`config.mk`:
```
export PLATFORM = sky130hd
export DESIGN_NAME = streaming_k_smallest_select
export DESIGN_NICKNAME = d
export VERILOG_FILES = /design/src/hdl/sksel_pkg.sv /design/src/hdl/sksel_ctrl.sv /design/src/hdl/sksel_datapath.sv /design/src/hdl/streaming_k_smallest_select.sv
export SDC_FILE = /design/constraint.sdc
export NUM_CORES = 2
export LEC_CHECK = 0
export ABC_AREA = 1
export ABC_CLOCK_PERIOD_IN_PS = 5200
export BUFFER_PORTS_ARGS = -buffer_cell sky130_fd_sc_hd__buf_2
export CAP_MARGIN = 20
export CORE_MARGIN = 4
export CORE_UTILIZATION = 50
export CTS_BUF_LIST = sky130_fd_sc_hd__clkbuf_8
export CTS_CLUSTER_DIAMETER = 40
export DETAILED_ROUTE_END_ITERATION = 8
export PLACE_DENSITY = 0.66
export RECOVER_POWER = 50
export SLEW_MARGIN = 20
export SYNTH_ARGS = -nofsm -noshare
export SYNTH_HDL_FRONTEND = slang
export SYNTH_HIERARCHICAL = 1
export SYNTH_SLANG_ARGS = --single-unit
```
`constraint.sdc`:
```
create_clock -name clk -period 5.2 [get_ports clk]
set_clock_uncertainty 0.15 [all_clocks]
set_input_delay 1.04 -clock clk [delete_from_list [all_inputs] [get_ports clk]]
set_output_delay 1.04 -clock clk [all_outputs]
set_load 0.05 [all_outputs]
```
`src/hdl/sksel_pkg.sv`:
```
// Shared types and constants for the streaming k-smallest selection block.
`timescale 1ns / 1ps

package sksel_pkg;

  // Fixed field widths of the stream words and the register port
  localparam int KEEP_COUNT_W  = 6;
  localparam int VALUE_FIELD_W = 32;
  localparam int INDEX_FIELD_W = 16;
  localparam int CFG_INDEX_W   = 1;
  localparam int CFG_DATA_W    = 6;

  // Register indexes
  localparam logic [CFG_INDEX_W-1:0] REG_KEEP_COUNT    = 1'd0;
  localparam logic [CFG_INDEX_W-1:0] REG_SIGNED_VALUES = 1'd1;

  // Register reset values
  localparam logic [KEEP_COUNT_W-1:0] KEEP_COUNT_RESET    = 6'd8;
  localparam logic                    SIGNED_VALUES_RESET = 1'b1;

  // Input word
  typedef struct packed {
    logic [VALUE_FIELD_W-1:0] in_value;
    logic                     in_last;
  } in_word_t;

  // Output word
  typedef struct packed {
    logic [VALUE_FIELD_W-1:0] out_value;
    logic [INDEX_FIELD_W-1:0] out_index;
    logic                     out_last;
  } out_word_t;

  // Commands from the controller to the datapath
  typedef struct packed {
    logic accept;      // capture the input word
    logic append;      // write the item into the next free entry
    logic scan_start;  // restart the entry scan
    logic scan_run;    // step the entry scan
    logic scan_min;    // scan looks for the smallest untaken entry, else the largest
    logic replace;     // overwrite the largest entry if the item is smaller
    logic emit;        // load the output register with the scan winner
    logic finish;      // clear held entries and the position counter
  } dp_cmd_t;

  // Status from the datapath to the controller
  typedef struct packed {
    logic can_append;   // a free slot below the keep count exists
    logic scan_done;    // scan has seen every held entry
    logic out_free;     // output register can take a word this cycle
    logic last_result;  // the next emitted word closes the run
    logic item_last;    // captured item carries the last mark
  } dp_status_t;

endpackage

```
`src/hdl/sksel_ctrl.sv`:
```
// Controller state machine that sequences append, replacement and result selection.
`timescale 1ns / 1ps

module sksel_ctrl
  import sksel_pkg::*;
(
  input  logic       clk,
  input  logic       rst,
  input  logic       in_valid,
  input  dp_status_t status,
  output dp_cmd_t    cmd,
  output logic       in_stall
);

  typedef enum logic [2:0] {
    IDLE,
    APPEND,
    MAX_INIT,
    MAX_SCAN,
    REPLACE,
    SEL_INIT,
    SEL_SCAN,
    EMIT
  } state_t;

  state_t state;
  logic   busy;

  // Decode commands from the current state
  always_comb begin
    cmd            = '0;
    cmd.accept     = (state == IDLE) && in_valid && !busy;
    cmd.append     = (state == APPEND);
    cmd.scan_start = (state == MAX_INIT) || (state == SEL_INIT);
    cmd.scan_run   = (state == MAX_SCAN) || (state == SEL_SCAN);
    cmd.scan_min   = (state == SEL_INIT) || (state == SEL_SCAN);
    cmd.replace    = (state == REPLACE);
    cmd.emit       = (state == EMIT) && status.out_free;
    cmd.finish     = (state == EMIT) && status.out_free && status.last_result;
  end

  assign in_stall = busy;

  // Advance state; hold off the input while an item is in work
  always_ff @(posedge clk) begin
    if (rst) begin
      state <= IDLE;
      busy  <= 1'b0;
    end else begin
      unique case (state)
        IDLE: begin
          if (cmd.accept) begin
            busy  <= 1'b1;
            state <= status.can_append ? APPEND : MAX_INIT;
          end
        end
        APPEND: begin
          if (status.item_last) begin
            state <= SEL_INIT;
          end else begin
            state <= IDLE;
            busy  <= 1'b0;
          end
        end
        MAX_INIT: begin
          state <= MAX_SCAN;
        end
        MAX_SCAN: begin
          if (status.scan_done) begin
            state <= REPLACE;
          end
        end
        REPLACE: begin
          if (status.item_last) begin
            state <= SEL_INIT;
          end else begin
            state <= IDLE;
            busy  <= 1'b0;
          end
        end
        SEL_INIT: begin
          state <= SEL_SCAN;
        end
        SEL_SCAN: begin
          if (status.scan_done) begin
            state <= EMIT;
          end
        end
        EMIT: begin
          if (status.out_free) begin
            if (status.last_result) begin
              state <= IDLE;
              busy  <= 1'b0;
            end else begin
              state <= SEL_INIT;
            end
          end
        end
        default: begin
          state <= IDLE;
          busy  <= 1'b0;
        end
      endcase
    end
  end

endmodule

```
`src/hdl/sksel_datapath.sv`:
```
// Datapath: entry memory, scan unit, position counter and output register.
`timescale 1ns / 1ps

module sksel_datapath
  import sksel_pkg::*;
#(
  parameter int MAX_KEEP    = 32,
  parameter int VALUE_WIDTH = 32,
  parameter int INDEX_WIDTH = 16
) (
  input  logic                    clk,
  input  logic                    rst,
  input  logic [KEEP_COUNT_W-1:0] keep_count,
  input  logic                    signed_values,
  input  in_word_t                in_data,
  input  dp_cmd_t                 cmd,
  output dp_status_t              status,
  input  logic                    out_stall,
  output logic                    out_valid,
  output out_word_t               out_data
);

  localparam int CW = $clog2(MAX_KEEP + 1);
  localparam int AW = (MAX_KEEP > 1) ? $clog2(MAX_KEEP) : 1;

  // Entry memory
  logic [VALUE_WIDTH-1:0] kept_values    [MAX_KEEP];
  logic [INDEX_WIDTH-1:0] kept_positions [MAX_KEEP];

  // Stream state
  logic [CW-1:0]          fill;
  logic [INDEX_WIDTH-1:0] stream_pos;

  // Captured item
  logic [VALUE_WIDTH-1:0] item_value;
  logic [INDEX_WIDTH-1:0] item_pos;
  logic                   item_last;

  // Scan unit
  logic [CW-1:0]          rd_ptr;
  logic                   rd_vld;
  logic [AW-1:0]          rd_idx;
  logic [VALUE_WIDTH-1:0] rd_val;
  logic [INDEX_WIDTH-1:0] rd_pos;
  logic                   best_vld;
  logic [AW-1:0]          best_idx;
  logic [VALUE_WIDTH-1:0] best_val;
  logic [INDEX_WIDTH-1:0] best_pos;

  // Result selection
  logic [MAX_KEEP-1:0]    taken;
  logic [CW-1:0]          emit_cnt;

  logic [CW-1:0]          eff_keep;
  logic [CW-1:0]          emit_total;
  logic                   issue;
  logic                   take_cand;
  logic                   cand_lt_best;
  logic                   best_lt_cand;
  logic                   item_lt_best;
  logic [VALUE_WIDTH-1:0] rd_key;
  logic [VALUE_WIDTH-1:0] best_key;
  logic [VALUE_WIDTH-1:0] item_key;
  logic [VALUE_WIDTH+VALUE_FIELD_W-1:0] in_ext;
  logic [VALUE_WIDTH+VALUE_FIELD_W-1:0] out_val_ext;
  logic [INDEX_WIDTH+INDEX_FIELD_W-1:0] out_pos_ext;

  // Map a value onto an unsigned order key
  function automatic logic [VALUE_WIDTH-1:0] order_key(input logic [VALUE_WIDTH-1:0] v,
                                                       input logic sgn);
    logic [VALUE_WIDTH-1:0] k;
    k = v;
    k[VALUE_WIDTH-1] = v[VALUE_WIDTH-1] ^ sgn;
    return k;
  endfunction

  // Clamp the keep count into 1..MAX_KEEP
  always_comb begin
    if (keep_count == '0) begin
      eff_keep = CW'(1);
    end else if (int'(keep_count) > MAX_KEEP) begin
      eff_keep = CW'(MAX_KEEP);
    end else begin
      eff_keep = CW'(keep_count);
    end
  end

  assign emit_total = (fill < eff_keep) ? fill : eff_keep;

  // Width adaption between stream fields and internal storage
  assign in_ext      = {{VALUE_WIDTH{1'b0}}, in_data.in_value};
  assign out_val_ext = {{VALUE_FIELD_W{1'b0}}, best_val};
  assign out_pos_ext = {{INDEX_FIELD_W{1'b0}}, best_pos};

  // Compare the candidate read from memory against the running winner
  assign rd_key       = order_key(rd_val, signed_values);
  assign best_key     = order_key(best_val, signed_values);
  assign item_key     = order_key(item_value, signed_values);
  assign cand_lt_best = (rd_key < best_key) || ((rd_key == best_key) && (rd_pos < best_pos));
  assign best_lt_cand = (best_key < rd_key) || ((rd_key == best_key) && (best_pos < rd_pos));
  assign item_lt_best = item_key < best_key;

  always_comb begin
    if (cmd.scan_min) begin
      take_cand = !taken[rd_idx] && (!best_vld || cand_lt_best);
    end else begin
      take_cand = !best_vld || best_lt_cand;
    end
  end

  assign issue = cmd.scan_run && (rd_ptr < fill);

  // Status to the controller
  always_comb begin
    status             = '0;
    status.can_append  = (fill < eff_keep) && (fill < CW'(MAX_KEEP));
    status.scan_done   = cmd.scan_run && (rd_ptr == fill) && !rd_vld;
    status.out_free    = !out_valid || !out_stall;
    status.last_result = ({1'b0, emit_cnt} + (CW + 1)'(1)) == {1'b0, emit_total};
    status.item_last   = item_last;
  end

  // Capture the item
  always_ff @(posedge clk) begin
    if (cmd.accept) begin
      item_value <= in_ext[VALUE_WIDTH-1:0];
      item_last  <= in_data.in_last;
      item_pos   <= stream_pos;
    end
  end

  // Write the entry memory and read one entry per scan step
  always_ff @(posedge clk) begin
    if (cmd.append) begin
      kept_values[fill[AW-1:0]]    <= item_value;
      kept_positions[fill[AW-1:0]] <= item_pos;
    end else if (cmd.replace && item_lt_best) begin
      kept_values[best_idx]    <= item_value;
      kept_positions[best_idx] <= item_pos;
    end
    if (issue) begin
      rd_val <= kept_values[rd_ptr[AW-1:0]];
      rd_pos <= kept_positions[rd_ptr[AW-1:0]];
      rd_idx <= rd_ptr[AW-1:0];
    end
  end

  // Fill count and saturating stream position
  always_ff @(posedge clk) begin
    if (rst) begin
      fill       <= '0;
      stream_pos <= '0;
    end else if (cmd.finish) begin
      fill       <= '0;
      stream_pos <= '0;
    end else begin
      if (cmd.append) begin
        fill <= fill + CW'(1);
      end
      if ((cmd.append || cmd.replace) && (stream_pos != '1)) begin
        stream_pos <= stream_pos + INDEX_WIDTH'(1);
      end
    end
  end

  // Scan pointer and running winner
  always_ff @(posedge clk) begin
    if (rst) begin
      rd_ptr   <= '0;
      rd_vld   <= 1'b0;
      best_vld <= 1'b0;
    end else if (cmd.scan_start) begin
      rd_ptr   <= '0;
      rd_vld   <= 1'b0;
      best_vld <= 1'b0;
    end else begin
      rd_vld <= issue;
      if (issue) begin
        rd_ptr <= rd_ptr + CW'(1);
      end
      if (cmd.scan_run && rd_vld && take_cand) begin
        best_vld <= 1'b1;
        best_idx <= rd_idx;
        best_val <= rd_val;
        best_pos <= rd_pos;
      end
    end
  end

  // Track emitted entries for the current run
  always_ff @(posedge clk) begin
    if (rst) begin
      taken    <= '0;
      emit_cnt <= '0;
    end else if (cmd.accept) begin
      taken    <= '0;
      emit_cnt <= '0;
    end else if (cmd.emit) begin
      taken[best_idx] <= 1'b1;
      emit_cnt        <= emit_cnt + CW'(1);
    end
  end

  // Output register: load on emit, drop once taken
  always_ff @(posedge clk) begin
    if (rst) begin
      out_valid <= 1'b0;
    end else if (cmd.emit) begin
      out_valid <= 1'b1;
    end else if (!out_stall) begin
      out_valid <= 1'b0;
    end
  end

  always_ff @(posedge clk) begin
    if (cmd.emit) begin
      out_data.out_value <= out_val_ext[VALUE_FIELD_W-1:0];
      out_data.out_index <= out_pos_ext[INDEX_FIELD_W-1:0];
      out_data.out_last  <= status.last_result;
    end
  end

endmodule

```
`src/hdl/streaming_k_smallest_select.sv`:
```
// Top level of the streaming k-smallest selection block: registers, controller, datapath.
`timescale 1ns / 1ps

// Keeps the keep_count smallest values of a stream with their positions and, on the
// word marked last, sends them out in ascending order (ties by position), then clears.
// One item is in work at a time. An item that fills a free slot is written in the
// APPEND state. Once keep_count entries are held, the largest entry is found for each
// item by reading every held entry through the single read port of the entry memory.
// A last item then adds one pass over the held entries per result, each pass looking
// for the smallest one not yet sent. The output register decouples the result side;
// a stalled result holds its slot but not the next stream once the final result is
// loaded. No clearing pass follows reset.
module streaming_k_smallest_select
  import sksel_pkg::*;
#(
  parameter int MAX_KEEP    = 32,
  parameter int VALUE_WIDTH = 32,
  parameter int INDEX_WIDTH = 16
) (
  input  logic                   clk,
  input  logic                   rst,
  input  logic                   cfg_write,
  input  logic [CFG_INDEX_W-1:0] cfg_index,
  input  logic [CFG_DATA_W-1:0]  cfg_data,
  input  logic                   in_valid,
  output logic                   in_stall,
  input  in_word_t               in_data,
  output logic                   out_valid,
  input  logic                   out_stall,
  output out_word_t              out_data
);

  logic [KEEP_COUNT_W-1:0] keep_count;
  logic                    signed_values;
  dp_cmd_t                 cmd;
  dp_status_t              status;

  // Configuration registers
  always_ff @(posedge clk) begin
    if (rst) begin
      keep_count    <= KEEP_COUNT_RESET;
      signed_values <= SIGNED_VALUES_RESET;
    end else if (cfg_write) begin
      unique case (cfg_index)
        REG_KEEP_COUNT:    keep_count    <= cfg_data[KEEP_COUNT_W-1:0];
        REG_SIGNED_VALUES: signed_values <= cfg_data[0];
        default: begin
        end
      endcase
    end
  end

  sksel_ctrl u_ctrl (
    .clk      (clk),
    .rst      (rst),
    .in_valid (in_valid),
    .status   (status),
    .cmd      (cmd),
    .in_stall (in_stall)
  );

  sksel_datapath #(
    .MAX_KEEP    (MAX_KEEP),
    .VALUE_WIDTH (VALUE_WIDTH),
    .INDEX_WIDTH (INDEX_WIDTH)
  ) u_datapath (
    .clk           (clk),
    .rst           (rst),
    .keep_count    (keep_count),
    .signed_values (signed_values),
    .in_data       (in_data),
    .cmd           (cmd),
    .status        (status),
    .out_stall     (out_stall),
    .out_valid     (out_valid),
    .out_data      (out_data)
  );

  // An accepted word keeps the input stalled while it is in work
  assert property (@(posedge clk) disable iff (rst) (in_valid && !in_stall) |=> in_stall)
    else $error("input not stalled after accepting a word");

  // A pending result that is not the last one means the block is still busy
  assert property (@(posedge clk) disable iff (rst) (out_valid && !out_data.out_last) |-> in_stall)
    else $error("input open while a run still has results to send");

  // A stalled result word holds until it is taken
  assert property (@(posedge clk) disable iff (rst)
                   (out_valid && out_stall) |=> (out_valid && $stable(out_data)))
    else $error("stalled result word changed or dropped");

  // Results only appear while a run is being sent out
  assert property (@(posedge clk) disable iff (rst) $rose(out_valid) |-> $past(in_stall))
    else $error("result loaded while the block was idle");

endmodule

```
==> results.toml <==
[logic_synthesis]
ys_ff_latch = 1820
syn-cell-area_sq_um = 72400
yosys_most_used_dff = "edfxtp_1"
synth.distinct_cells = 50
synth_cells = 5534
syn_avg_cell_area_sq_um = 13.1
synthArstFlopShare = 0
synth_edf_count = 1740
syn-num-nets = 5673
yosysSeqAreaShare = 0.743
yosysWarnings = 6

[sta]
worstMarginPinSlew_ns = 2.87
fmax_ghz = 0.208
finalCritPeriodShare = 0.924
fin_crit_ns = 4.81
rsz0062_at_grt = "no"
final-hold-violation-count = 0
slew-limit-headroom = -0.911
setup_viol = 0
maxSlewViolCount = 839
tns_ns = 0

[finish]
stdcell_count = 7855
nNetsFinal = 5891
area_delta_synth_final_pct = 11.6
fillers = 11500
drive_gt1_frac = 0.106

[global_route]
grt_pass1_wl_mm = 294
grt_util_all_layers = 0.261
grt_pass1_vias = 45300
grt_max_degree = 206
overflow = 0
antenna_found_initial = 10

[clock_tree]
cts-buffers-inserted = 311
cts.sinks = 1820
cts_max_level = 5
cts-root-buf = "clkbuf_8"
clk_path_buf_depth = 4
clkSlewWorstSetupHoldPaths_ns = 0.06
cts_tree = "done"
clk_latency_ns = 1.02

[routing]
drt_iter0_markers = 5969
vias_per_cell = 5.99
drc = 0
routed_wl_mm = 200
drtPass1Iterations = 6
ant_nets = 0
vias = 47100
wire_per_inst_um = 25.5

[setup_path]
r2r-start = "u_datapath/rd_ptr[1]"
cp.required_ns = 5.75
start_kind = "flop"
end_kind = "flop"
worstPathArrival_ns = 5.35
critical_path_class = "flop to flop"
path_max_fanout = 192
crit_start = "u_datapath/rd_ptr[1]"

[die]
rows = 139
die_x_um = 389
dieArea_sq_um = 151000
initial_core_util = 0.504
core_sq_um = 144000
die_h_um = 389
io_pins = 96

[placement]
dp_hpwl_mm = 113
numPortBuffers = 95
gp_congestion = 0.892
placedCellCount = 7334

[power_and_ir_drop]
p_leak_nw = 27.3
power_density_nw_per_um2 = 420
worst_ir_drop_vdd_mv = 0.297

[run_status]
status = "finished with violations"
violations = "max-capacitance violations, max-slew violations"

[hold_path]
hold_class = "input pin to flop"
holdCritStartpoint = "in_data[31]"

[flow_run]
maxCapViolCount = 22
through the flow:
| stage | total power, mW | setup WS [ns] | hold slack [ns] | instance area [sq um] | utilization |
|---|---|---|---|---|---|
| 6_report | 34.0 | 0.395 | 0.102 | 80900 | 0.562 |
| 5_1_grt | 35.3 | 0.350 | 0.0390 | 80900 | 0.562 |
| 4_1_cts | 34.2 | 0.929 | 0.00224 | 81000 | 0.563 |
| 3_5_place_dp | 22.7 | 0.971 | 0.285 | 75600 | 0.526 |
| 3_3_place_gp | 22.6 | 0.985 | 0.280 | 75500 | 0.525 |
| 2_1_floorplan | 20.7 | 0.383 | 0.276 | 72400 | - |
worst paths after layout:
kind / endpoint / slack, ns / depth (start not counted)
max: u_datapath/rd_pos[9] / 0.39 / 8
min: u_datapath/item_value[30] / 0.10 / 1
max reg2reg: u_datapath/rd_pos[9] / 0.39 / 8
min reg2reg: u_datapath/best_pos[11] / 0.29 / 0
power by group:
| part | switching, mW | leakage [nW] | internal (mW) |
|---|---|---|---|
| registers | 0.359 | 16.3 | 17.6 |
| logic | 3.50 | 7.82 | 0.966 |
| clock network | 5.49 | 3.08 | 6.04 |
layout by cell type (no fill, tap or decap), types with 4 or more instances in the layout:
cell type,Yosys,layout
inv_2,12,12
nand2_2,13,13
nand4_1,72,72
nor3_2,4,6
clkbuf_8,0,316
dfxtp_1,80,78
buf_4,16,66
o21ai_1,140,140
ha_1,94,94
o22ai_1,229,229
nand3_2,5,5
o221ai_1,157,157
nor2_1,911,876
dlygate4sd3_1,0,4
xor2_1,7,7
nand3_4,4,4
nor2_4,3,39
buf_12,0,36
nor2_2,5,4
nand3_1,168,168
a21oi_1,106,106
nor3_1,33,31
buf_2,104,66
clkinvlp_4,0,6
clkbuf_1,180,60
nand2_1,389,389
nand3b_1,5,5
edfxtp_1,1740,1740
o21ai_0,725,725
clkinv_1,4,66
clkinv_2,1,24
o211ai_1,43,43
inv_1,224,313
bufinv_16,0,9
synthesized netlist by cell type (all sizes together), types with 43 or more instances:
cell type  instances  area, sq um
a21oi            106          531
buf              151          832
clkbuf           180          676
dfxtp             80         1600
edfxtp          1740        52300
ha                94         1180
inv              237          892
nand2            407         1620
nand3            177          961
nand4             72          450
nor2             919         3480
o211ai            43          323
o21ai            866         4340
o221ai           157         1380
o22ai            229         1430
layout make-up:
class                           count  area [sq um]  area share
Timing Repair Buffer              236          1840      0.0228
Inverter                          242           943      0.0117
Sequential cell                  1820         53900       0.666
Antenna cell                        3          7.51   0.0000928
Tap cell                         1903          2380      0.0294
Clock buffer                      316          4350      0.0538
Clock inverter                    194          1030      0.0127
Multi-Input combinational cell   3141         16500       0.203
repair_timing:
item                      CTS  global route
hold buffers                4             0
buffers inserted            0             0
hold endpoints to repair    4             0
resized for setup           0             0
cell families after synthesis:
kind of cell | share of synthesized area
flops | 0.743
simple gates | 0.0943
compound gates | 0.112
buf+inv | 0.0334
fa+ha+maj | 0.0162
xor+xnor | 0.00109
registers in the layout, indices dropped and copies added (netlist names), 6 cells and up:
name / count
u_datapath/rd_val: 32
keep_count: 6
u_datapath/item_pos: 16
u_datapath/kept_positions: 512
u_datapath/kept_values: 1024
u_datapath/best_pos: 16
u_datapath/taken: 32
u_datapath/best_val: 32
u_datapath/stream_pos: 16
u_datapath/rd_ptr: 6
u_datapath/fill: 6
u_datapath/rd_pos: 16
u_datapath/item_value: 32
u_datapath/out_data: 49
u_datapath/emit_cnt: 6
critical path: stages (launching register included):
cell and delay (ns):
dfxtp_1 1.31, clkinv_8 1.04, buf_12 0.53, o21ai_1 0.13, o22ai_1 0.08, nand2_1 0.08, nand3_1 0.13, o21ai_1 0.67
inv_1 0.12
per-layer routing:
metal  GRT usage  vias to the layer above  wire length [um]
met5           0                        -                39
met4       0.108                        6              8140
met3      0.0519                      449             18300
met2       0.419                     2381             95300
met1       0.350                    23200             78300
li1            -                    21000                 -
Note: power is estimated with default switching activity, not from simulation.
